### src/rtl/gpx_pkg.sv
// Shared types, register addresses and constants of the GPIO expander register block.
`timescale 1ns / 1ps
`default_nettype none

package gpx_pkg;

    // Register file geometry
    localparam int REG_COUNT = 22;
    localparam int PTR_W     = 8;
    localparam int IDX_W     = $clog2(REG_COUNT);

    // Register addresses (port A / port B)
    localparam logic [PTR_W-1:0] ADDR_DIR_A  = 8'h00;
    localparam logic [PTR_W-1:0] ADDR_DIR_B  = 8'h01;
    localparam logic [PTR_W-1:0] ADDR_PU_A   = 8'h0C;
    localparam logic [PTR_W-1:0] ADDR_PU_B   = 8'h0D;
    localparam logic [PTR_W-1:0] ADDR_GPIO_A = 8'h12;
    localparam logic [PTR_W-1:0] ADDR_GPIO_B = 8'h13;
    localparam logic [PTR_W-1:0] ADDR_LAT_A  = 8'h14;
    localparam logic [PTR_W-1:0] ADDR_LAT_B  = 8'h15;

    localparam logic [7:0] DIR_RESET = 8'hFF;
    localparam logic [7:0] READ_MISS = 8'hFF;

    // Pointer wrap: (p + 1) mod REG_COUNT by reciprocal multiply, exact for p + 1 <= 256
    localparam int SUM_W      = PTR_W + 1;
    localparam int ADV_SHIFT  = 14;
    localparam int ADV_RECIP  = (1 << ADV_SHIFT) / REG_COUNT + 1;
    localparam int RECIP_W    = $clog2(ADV_RECIP + 1);
    localparam int PROD_W     = SUM_W + RECIP_W;
    localparam int QUOT_W     = $clog2((1 << PTR_W) / REG_COUNT + 1);

    // Bus event codes
    typedef enum logic [1:0] {
        MODE_WR_START = 2'd0,
        MODE_RD_START = 2'd1,
        MODE_RD_BYTE  = 2'd2,
        MODE_WR_BYTE  = 2'd3
    } mode_t;

    // One bus event
    typedef struct packed {
        mode_t      mode;
        logic [7:0] data_byte;
        logic [15:0] pin_levels;
    } req_t;

    // One result item
    typedef struct packed {
        logic [15:0] pullup_enable;
        logic [15:0] drive_level;
        logic [15:0] drive_enable;
        logic [7:0]  read_data;
    } res_t;

endpackage

`default_nettype wire

### src/rtl/gpx_regfile.sv
// Register file, register pointer and bus event decode of the GPIO expander.
`timescale 1ns / 1ps
`default_nettype none

module gpx_regfile (
    input  wire logic          clk,
    input  wire logic          rst_n,
    input  wire logic          req_valid,
    input  wire gpx_pkg::req_t req,
    output gpx_pkg::res_t      res
);

    logic [7:0]                 rf_reg  [gpx_pkg::REG_COUNT];
    logic [7:0]                 rf_next [gpx_pkg::REG_COUNT];
    logic [gpx_pkg::PTR_W-1:0]  ptr_reg;
    logic [gpx_pkg::PTR_W-1:0]  ptr_next;
    logic                       loaded_reg;
    logic                       loaded_next;

    logic                       ptr_in_range;
    logic [gpx_pkg::IDX_W-1:0]  ptr_idx;
    logic [gpx_pkg::SUM_W-1:0]  ptr_sum;
    logic [gpx_pkg::PROD_W-1:0] ptr_prod;
    logic [gpx_pkg::QUOT_W-1:0] ptr_quot;
    logic [gpx_pkg::PTR_W-1:0]  ptr_adv;
    logic [7:0]                 rd_byte;
    logic [7:0]                 dir_a;
    logic [7:0]                 dir_b;
    logic [7:0]                 lat_a;
    logic [7:0]                 lat_b;

    assign ptr_in_range = ({1'b0, ptr_reg} < gpx_pkg::SUM_W'(gpx_pkg::REG_COUNT));
    assign ptr_idx      = ptr_reg[gpx_pkg::IDX_W-1:0];

    // Pointer advance: quotient by reciprocal multiply, remainder by one subtract
    assign ptr_sum  = {1'b0, ptr_reg} + gpx_pkg::SUM_W'(1);
    assign ptr_prod = gpx_pkg::PROD_W'(ptr_sum) * gpx_pkg::PROD_W'(gpx_pkg::ADV_RECIP);
    assign ptr_quot = ptr_prod[gpx_pkg::ADV_SHIFT +: gpx_pkg::QUOT_W];
    assign ptr_adv  = gpx_pkg::PTR_W'(ptr_sum
                      - gpx_pkg::SUM_W'(ptr_quot) * gpx_pkg::SUM_W'(gpx_pkg::REG_COUNT));

    assign dir_a = rf_reg[gpx_pkg::ADDR_DIR_A[gpx_pkg::IDX_W-1:0]];
    assign dir_b = rf_reg[gpx_pkg::ADDR_DIR_B[gpx_pkg::IDX_W-1:0]];
    assign lat_a = rf_reg[gpx_pkg::ADDR_LAT_A[gpx_pkg::IDX_W-1:0]];
    assign lat_b = rf_reg[gpx_pkg::ADDR_LAT_B[gpx_pkg::IDX_W-1:0]];

    // Event decode and next state
    always_comb
    begin
        rf_next     = rf_reg;
        ptr_next    = ptr_reg;
        loaded_next = loaded_reg;
        rd_byte     = '0;
        unique case (req.mode)
            gpx_pkg::MODE_WR_START:
            begin
                loaded_next = 1'b0;
            end
            gpx_pkg::MODE_RD_START:
            begin
                // snapshot: inputs show the pin, outputs show their latch
                rf_next[gpx_pkg::ADDR_GPIO_A[gpx_pkg::IDX_W-1:0]] =
                    (dir_a & req.pin_levels[7:0]) | (~dir_a & lat_a);
                rf_next[gpx_pkg::ADDR_GPIO_B[gpx_pkg::IDX_W-1:0]] =
                    (dir_b & req.pin_levels[15:8]) | (~dir_b & lat_b);
            end
            gpx_pkg::MODE_RD_BYTE:
            begin
                rd_byte  = ptr_in_range ? rf_reg[ptr_idx] : gpx_pkg::READ_MISS;
                ptr_next = ptr_adv;
            end
            gpx_pkg::MODE_WR_BYTE:
            begin
                if (!loaded_reg)
                begin
                    ptr_next    = req.data_byte;
                    loaded_next = 1'b1;
                end
                else
                begin
                    if (ptr_in_range)
                    begin
                        rf_next[ptr_idx] = req.data_byte;
                        // GPIO writes also land in the port latch
                        if (ptr_reg == gpx_pkg::ADDR_GPIO_A)
                        begin
                            rf_next[gpx_pkg::ADDR_LAT_A[gpx_pkg::IDX_W-1:0]] = req.data_byte;
                        end
                        else if (ptr_reg == gpx_pkg::ADDR_GPIO_B)
                        begin
                            rf_next[gpx_pkg::ADDR_LAT_B[gpx_pkg::IDX_W-1:0]] = req.data_byte;
                        end
                    end
                    ptr_next = ptr_adv;
                end
            end
            default:
            begin
                loaded_next = loaded_reg;
            end
        endcase
    end

    // Result from the updated register file
    always_comb
    begin
        res.read_data     = rd_byte;
        res.drive_enable  = ~{rf_next[gpx_pkg::ADDR_DIR_B[gpx_pkg::IDX_W-1:0]],
                              rf_next[gpx_pkg::ADDR_DIR_A[gpx_pkg::IDX_W-1:0]]};
        res.drive_level   = {rf_next[gpx_pkg::ADDR_LAT_B[gpx_pkg::IDX_W-1:0]],
                             rf_next[gpx_pkg::ADDR_LAT_A[gpx_pkg::IDX_W-1:0]]};
        res.pullup_enable = {rf_next[gpx_pkg::ADDR_DIR_B[gpx_pkg::IDX_W-1:0]],
                             rf_next[gpx_pkg::ADDR_DIR_A[gpx_pkg::IDX_W-1:0]]}
                          & {rf_next[gpx_pkg::ADDR_PU_B[gpx_pkg::IDX_W-1:0]],
                             rf_next[gpx_pkg::ADDR_PU_A[gpx_pkg::IDX_W-1:0]]};
    end

    // State registers
    always_ff @(posedge clk or negedge rst_n)
    begin
        if (!rst_n)
        begin
            // direction registers come up as all inputs, the rest clear
            for (int i = 0; i < gpx_pkg::REG_COUNT; i++)
            begin
                if ((i == int'(gpx_pkg::ADDR_DIR_A)) || (i == int'(gpx_pkg::ADDR_DIR_B)))
                begin
                    rf_reg[i] <= gpx_pkg::DIR_RESET;
                end
                else
                begin
                    rf_reg[i] <= '0;
                end
            end
            ptr_reg    <= '0;
            loaded_reg <= 1'b0;
        end
        else if (req_valid)
        begin
            rf_reg     <= rf_next;
            ptr_reg    <= ptr_next;
            loaded_reg <= loaded_next;
        end
    end

endmodule

`default_nettype wire

### src/rtl/i2c_gpio_expander_registers.sv
// Top level of the GPIO expander register block: stream ports and result buffer.
//
// Usage: every bus event (write start, read start, read byte, write byte) enters
// as one request on the s_* stream; mode rides in s_tuser, the data byte and the
// 16 live pin levels in s_tdata. Each request produces exactly one result on the
// m_* stream: the read byte (zero unless the request was a read byte) plus the
// pin drive enables, drive levels and pull-up enables after the update.
// Results are registered, in the output register or, if it is held, the skid one.
// Throughput: one request per cycle while s_tready is high; the register file,
// pointer and flag are updated in the accepting cycle, so a request can follow in
// the next cycle. Stall: an output register plus one skid register hold results;
// s_tready drops only while both are full, and results leave in request order.
// Reset: direction registers go to all inputs, all other registers, the pointer
// and the pointer-loaded flag clear; no result is pending.
`timescale 1ns / 1ps
`default_nettype none

module i2c_gpio_expander_registers (
    input  wire logic        clk,
    input  wire logic        rst_n,
    input  wire logic        s_tvalid,
    output logic             s_tready,
    input  wire logic [23:0] s_tdata,   // [7:0] data_byte, [23:8] pin_levels
    input  wire logic [1:0]  s_tuser,   // [1:0] mode
    output logic             m_tvalid,
    input  wire logic        m_tready,
    output logic [55:0]      m_tdata    // [7:0] read_data, [23:8] drive_enable,
                                        // [39:24] drive_level, [55:40] pullup_enable
);

    gpx_pkg::req_t req;
    gpx_pkg::res_t res;
    gpx_pkg::res_t out_reg;
    gpx_pkg::res_t skid_reg;
    logic          out_valid_reg;
    logic          skid_valid_reg;
    logic          accept;
    logic          pop;

    assign req.mode       = gpx_pkg::mode_t'(s_tuser);
    assign req.data_byte  = s_tdata[7:0];
    assign req.pin_levels = s_tdata[23:8];

    assign s_tready = !skid_valid_reg;
    assign accept   = s_tvalid && s_tready;
    assign pop      = !out_valid_reg || m_tready;

    gpx_regfile u_regfile (
        .clk       (clk),
        .rst_n     (rst_n),
        .req_valid (accept),
        .req       (req),
        .res       (res)
    );

    // Output register with skid stage
    always_ff @(posedge clk or negedge rst_n)
    begin
        if (!rst_n)
        begin
            out_valid_reg  <= 1'b0;
            skid_valid_reg <= 1'b0;
        end
        else if (skid_valid_reg)
        begin
            if (pop)
            begin
                out_valid_reg  <= 1'b1;
                skid_valid_reg <= 1'b0;
            end
        end
        else if (accept)
        begin
            if (pop)
            begin
                out_valid_reg <= 1'b1;
            end
            else
            begin
                skid_valid_reg <= 1'b1;
            end
        end
        else if (pop)
        begin
            out_valid_reg <= 1'b0;
        end
    end

    // Result payload
    always_ff @(posedge clk)
    begin
        if (skid_valid_reg)
        begin
            if (pop)
            begin
                out_reg <= skid_reg;
            end
        end
        else if (accept)
        begin
            if (pop)
            begin
                out_reg <= res;
            end
            else
            begin
                skid_reg <= res;
            end
        end
    end

    assign m_tvalid = out_valid_reg;
    assign m_tdata  = {out_reg.pullup_enable, out_reg.drive_level,
                       out_reg.drive_enable, out_reg.read_data};

endmodule

`default_nettype wire
### config.mk
export PLATFORM = sky130hd
export DESIGN_NAME = i2c_gpio_expander_registers
export DESIGN_NICKNAME = d
export VERILOG_FILES = /design/src/rtl/gpx_pkg.sv /design/src/rtl/gpx_regfile.sv /design/src/rtl/i2c_gpio_expander_registers.sv
export SDC_FILE = /design/constraint.sdc
export NUM_CORES = 1
export LEC_CHECK = 0
export ABC_AREA = 1
export BUFFER_PORTS_ARGS = -buffer_cell sky130_fd_sc_hd__buf_2
export CAP_MARGIN = 30
export CORE_UTILIZATION = 45
export CTS_BUF_LIST = sky130_fd_sc_hd__clkbuf_8
export CTS_CLUSTER_DIAMETER = 40
export DETAILED_ROUTE_END_ITERATION = 10
export GPL_TIMING_DRIVEN = 1
export SLEW_MARGIN = 5
export SYNTH_ARGS = -nofsm -noshare
export SYNTH_HDL_FRONTEND = slang
export SYNTH_SLANG_ARGS = --single-unit
### constraint.sdc
create_clock -name clk -period 15.9 [get_ports clk]
set_input_delay 3.18 -clock clk [delete_from_list [all_inputs] [get_ports clk]]
set_output_delay 3.18 -clock clk [all_outputs]
set_load 0.1 [all_outputs]
# Word level (Yosys, flattened, before mapping)
# Index checks and enable logic that the tools add are counted.
[classes]
add_sub_neg = 2
mul = 2
n_div = 0
order_cmp = 3
eq_ne = 7
shift = 0
n_mux = 30
bitwise = 13
reduce_logical = 17
[op_table]
columns = ["cell", "n"]
rows = [
  ["176-bit 2-to-1 mux", 2],
  ["56-bit 2-to-1 mux", 4],
  ["176-bit bitwise mux", 1],
  ["144-bit 2-to-1 mux", 1],
  ["8-bit 2-to-1 mux", 9],
  ["8-bit binary-select mux with 5-bit select", 1],
  ["8-bit demux with 5-bit select", 1],
  ["8-bit bitwise AND", 4],
  ["16-bit one-hot mux with 2 select lines", 1],
  ["9-bit by 10-bit multiplier with 18-bit output (second input constant)", 1],
  ["16-bit bitwise AND", 1],
  ["8-bit by 5-bit == test with 1-bit output (second input constant)", 2],
  ["16-bit 2-to-1 mux", 1],
  ["16-bit NOT", 1],
  ["8-bit NOT", 2],
  ["8-bit OR", 2],
  ["8-bit one-hot mux with 2 select lines", 1],
  ["8-bit by 1-bit adder with 9-bit output (second input constant)", 1],
  ["8-bit by 5-bit less-than comparator with 1-bit output (second input constant)", 1],
  ["4-bit AND reduction", 2],
  ["2-bit nonzero test", 4],
  ["8-bit subtractor", 1],
  ["4-bit by 4-bit multiplier with 7-bit output (second input constant)", 1],
  ["1-bit 2-to-1 mux", 7],
  ["other kinds (15)", 22],
]
[word_totals]
ff_bits = 299
latch_bits = 0
ramBits = 0
mem_bits_ro = 0
in_bits = 30
out_inout_bits = 58
memories = 0

# Logic depth before layout (Yosys ltp)
[logic_depth]
word_depth = 15
ltp_mapped = 41

# By module
# From an unflattened synthesis, not the netlist that was laid out.
[hier_totals]
hier_cells = 1829
area_unflattened_um2 = 15907.8
[by_module_without_submodules]
columns = ["mod", "n_inst", "cells_per_inst", "area_each_um2"]
rows = [
  ["gpx_regfile", 1, 1523, 11746.3],
  ["i2c_gpio_expander_registers", 1, 306, 4161.5],
]

# Least setup slack after synthesis
# Ideal clock, no wire load.
[synth_path]
kind = "reg2reg"
startpoint = "register u_regfile.ptr_reg[3] in the netlist's numbering"
endpoint = "register u_regfile.ptr_reg[7] in the netlist's numbering"
setup_time_ps = 117
arrival_ps = 6551
required_ps = 15783
setup_slack_ps = 9232
path_stages_with_launch = 35
path_buffers = 0
period_less_slack_ps = 6668
cell_sequence = "dfrtp_1 > inv_1 > or2_1 > o21ai_0 > fa_1 > ha_1 > fa_1 > inv_1 > fa_1 > inv_1 > ha_1 > nand2_1 > nor2_1 > a21oi_1 > or2_2 > nand3_1 > nand2_1 > ha_1 > inv_1 > nor2_1 > nor2_1 > fa_1 > inv_1 > ha_1 > a21o_1 > nor2_1 > nor2_1 > nand3_1 > nand2_1 > nand2_1 > nand2_1 > nand2_1 > nand3_1 > nand2_1 > nand2_1"
[synth_via]
elab_chain_cells = 6
[synth_rtl]
columns = ["element", "line_no", "source"]
rows = [
  ["start, declared", "gpx_regfile.sv:15", "logic [gpx_pkg::PTR_W-1:0] ptr_reg;"],
  ["start signal, assigned", "gpx_regfile.sv:141", "ptr_reg <= ptr_next;"],
  ["8-bit by 1-bit adder with 9-bit output *", "gpx_regfile.sv:36", "assign ptr_sum = {1'b0, ptr_reg} + gpx_pkg::SUM_W'(1);"],
  ["9-bit by 10-bit multiplier with 18-bit output", "gpx_regfile.sv:37", "assign ptr_prod = gpx_pkg::PROD_W'(ptr_sum) * gpx_pkg::PROD_W'(gpx_pkg::ADV_RECIP);"],
  ["4-bit by 4-bit multiplier with 7-bit output", "gpx_regfile.sv:40", "- gpx_pkg::SUM_W'(ptr_quot) * gpx_pkg::SUM_W'(gpx_pkg::REG_COUNT));"],
  ["8-bit subtractor *", "gpx_regfile.sv:40", ""],
  ["8-bit 2-to-1 mux", "gpx_regfile.sv:74", "if (!loaded_reg)"],
  ["8-bit one-hot mux with 2 select lines *", "gpx_regfile.sv:54", "unique case (req.mode)"],
]
# Every way passes the cells marked *; elsewhere a longest branch is shown, timed or not.
# A chain may end at the register's enable or synchronous reset.

# Final worst setup path
[layout_path]
startpoint = "register u_regfile.ptr_reg[0] in the netlist's numbering"
endpoint = "register u_regfile.ptr_reg[7] in the netlist's numbering"
# Same word-level chain as after synthesis.

==> summary.txt <==
Clk_skew = 0.0433 ns
Clock buffer depth = 3
Synth-to-Final Area Change = 11.5%
Mapped Area = 0.0159 mm²
RSZ-0062 raised after global routing = false
Max layer used = met4
Congestion Overflow GR = 0
Antenna viol nets, final = 0
Hold WC Path Type = flip-flop to flip-flop
Reg2Reg Depth = 35
Achievable Freq = 0.126 GHz
Ys async rst share = 0.625
Vias = 12,900
Reg clk slew, reported paths = 0.07 ns
WL met2 = 19,300 µm
Die H = 190 µm
Unique masters post-synth = 40
RR Startpoint = u_regfile.ptr_reg[0]$_DFFE_PN0P_
CTS Hold Buffers Added = 0
Syn Nets = 1,975
Most frequent cells in the layout = 522 x nand2_1, 346 x o21ai_0, 168 x dfrtp_1, 157 x inv_1, 134 x nor2_1
Met1 wire length = 20,000 µm
GR Util All Layers = 0.244
Initial Util = 0.459
Vias in the first global route = 12,000
EDFF count, synth = 112
CTS Buf Count = 52
Status = finished clean
Top_reg_cell synth = dfrtp_1
Worst hold start = u_regfile.rf_reg[88]$_DFFE_PN0P_
Die X = 190 µm
Final Cycle Share = 0.497
Sequential fraction of the synthesis area = 0.507
Worst reg-to-reg setup slack = 7.99 ns
Hold Path End = u_regfile.rf_reg[88]$_DFFE_PN0P_
R2r endpoint = u_regfile.ptr_reg[7]$_DFFE_PN0P_
Kind of critical path = flip-flop to flip-flop
Clk sinks = 299
Initial antenna violation count = 0
Max reg flops = 144
Worst Max-Slew Pin Slew = 1.01 ns
Final hold violation count = 0
Post-CTS sizing = 0
Most common library cell in the layout ignoring fill and taps = nand2_1
Nets = 2,039
# rows = 68
# DRC = 0
Hold WS = 0.481 ns
Slew Viols, Final = 0
Worst Path Arrival = 8.39 ns
Hold path cells = 2
GPL Wtd Cong = 0.932
Worst Path Required = 16.39 ns
Largest net degree at the start of global routing = 96
Setup repair bufs after CTS = 0
Share of cells above drive strength 1 = 0.120
CP Launch Type = flip-flop
CTS tree = done
Latest clock arrival within the worst-skew pair = 0.62 ns
Port-buffer cells = 87
H-tree levels = 2
Crit-path slowest cell = dfrtp_4
Initial drt markers = 1,215
Vias per Instance = 5.34
Core area = 0.0346 mm²
Synth Instances = 1,859
I/O Pins = 88
Slew margin rel. = 0.324
Crit-path most repeated cell = nand2_1
Setup TNS = 0 ns
Total routed wirelength = 43,400 µm
WL met3 = 2740 µm
Max Cap Violations = 0
Synth warnings = 0
Clk Tree Root Cell = clkbuf_8
DRT Pass-1 Iters = 7
Synth Area per Inst = 8.55 µm²
Minimum clock period after layout = 7.91 ns
Largest stage delay, worst path = 0.72 ns
Die area = 0.0361 mm²
Dpl hpwl = 29,700 µm
CP Capture Type = flip-flop
Endpoints failing setup = 0
CP Max Fanout = 78
First-pass GRT wire length = 67,900 µm
Ant diodes = 0
Post-synthesis register bit count = 299
DR WL/cell = 18.0 µm
[cells by family after synthesis]
logic type,after synthesis,synth area share
and+or+nand+nor,721,0.182
AOI/OAI and AO/OA,499,0.166
DFF,299,0.507
buffers and inverters,242,0.0604
xor gates and xnor gates,12,0.00661
adders and majority gates,86,0.0781
[routing by layer]
layer,vias up,GRT usage
li1,6307,-
met1,6101,0.346
met2,407,0.376
met3,98,0.0378
met4,0,0.0890
met5,-,0
[cell usage after synthesis, types with 2 or more instances]
library cell | count | area [µm²]
o21ai_1 | 19 | 95.1
nand2_1 | 523 | 1960
nand2_2 | 2 | 12.5
inv_2 | 2 | 7.51
o21ai_2 | 17 | 149
nand3_1 | 34 | 170
clkinv_1 | 6 | 22.5
o21ai_0 | 346 | 1730
buf_6 | 3 | 33.8
nor2_2 | 9 | 56.3
ha_1 | 64 | 801
buf_2 | 23 | 115
o31ai_1 | 10 | 75.1
xnor2_1 | 6 | 52.6
a21o_1 | 3 | 22.5
dfrtp_1 | 171 | 4280
buf_1 | 9 | 33.8
nand4_2 | 2 | 25.0
a21oi_1 | 76 | 380
clkbuf_1 | 56 | 210
fa_1 | 22 | 440
o22ai_1 | 16 | 100
nor3_4 | 3 | 48.8
edfxtp_1 | 112 | 3360
a31oi_1 | 9 | 56.3
nand2_4 | 2 | 22.5
inv_1 | 143 | 537
dfstp_2 | 16 | 420
nand4_1 | 3 | 18.8
xor2_1 | 6 | 52.6
nor2_1 | 136 | 510
nor4_1 | 2 | 12.5
[final cells by class]
type	instances	area, µm²
Fill cell	3339	16900
Inverter	151	567
Clock inverter	35	267
Timing Repair Buffer	101	569
Sequential cell	299	8070
Multi-Input combinational cell	1318	6890
Tap cell	455	569
Clock buffer	57	785
[worst max-delay path by stage]
stage,end,slack [ns],startpoint,cells after the start
2_1_floorplan,u_regfile.ptr_reg[7]$_DFFE_PN0P_,9.23,u_regfile.ptr_reg[3]$_DFFE_PN0P_,34
4_1_cts,u_regfile.ptr_reg[7]$_DFFE_PN0P_,8.01,u_regfile.ptr_reg[0]$_DFFE_PN0P_,35
6_report,u_regfile.ptr_reg[7]$_DFFE_PN0P_,7.99,u_regfile.ptr_reg[0]$_DFFE_PN0P_,35
3_5_place_dp,u_regfile.ptr_reg[7]$_DFFE_PN0P_,8.04,u_regfile.ptr_reg[0]$_DFFE_PN0P_,35
3_3_place_gp,u_regfile.ptr_reg[7]$_DFFE_PN0P_,8.20,u_regfile.ptr_reg[0]$_DFFE_PN0P_,35
5_1_grt,u_regfile.ptr_reg[7]$_DFFE_PN0P_,7.43,u_regfile.ptr_reg[0]$_DFFE_PN0P_,34
[stage by stage]
stage	setup slack [ns]	std cells	area, µm²	utilization
CTS	8.01	2415	17700	0.511
global placement	8.20	2322	16600	0.480
finish	7.99	2416	17700	0.511
global route	7.43	2416	17700	0.511
detailed placement	8.04	2323	16600	0.480
floorplan	9.23	1859	15900	-
[worst max-delay path: cells and delay by family, from the launching register on]
kind / cells / cell delay (ns)
compound gates: 2 / 0.29
simple gates: 17 / 1.70
buf+inv: 7 / 1.30
fa+ha+maj: 9 / 3.71
flops: 1 / 0.72
Power is left out: the tool's default activity adds up to more than one toggle a clock period on the data nets, which glitch-free logic cannot reach.
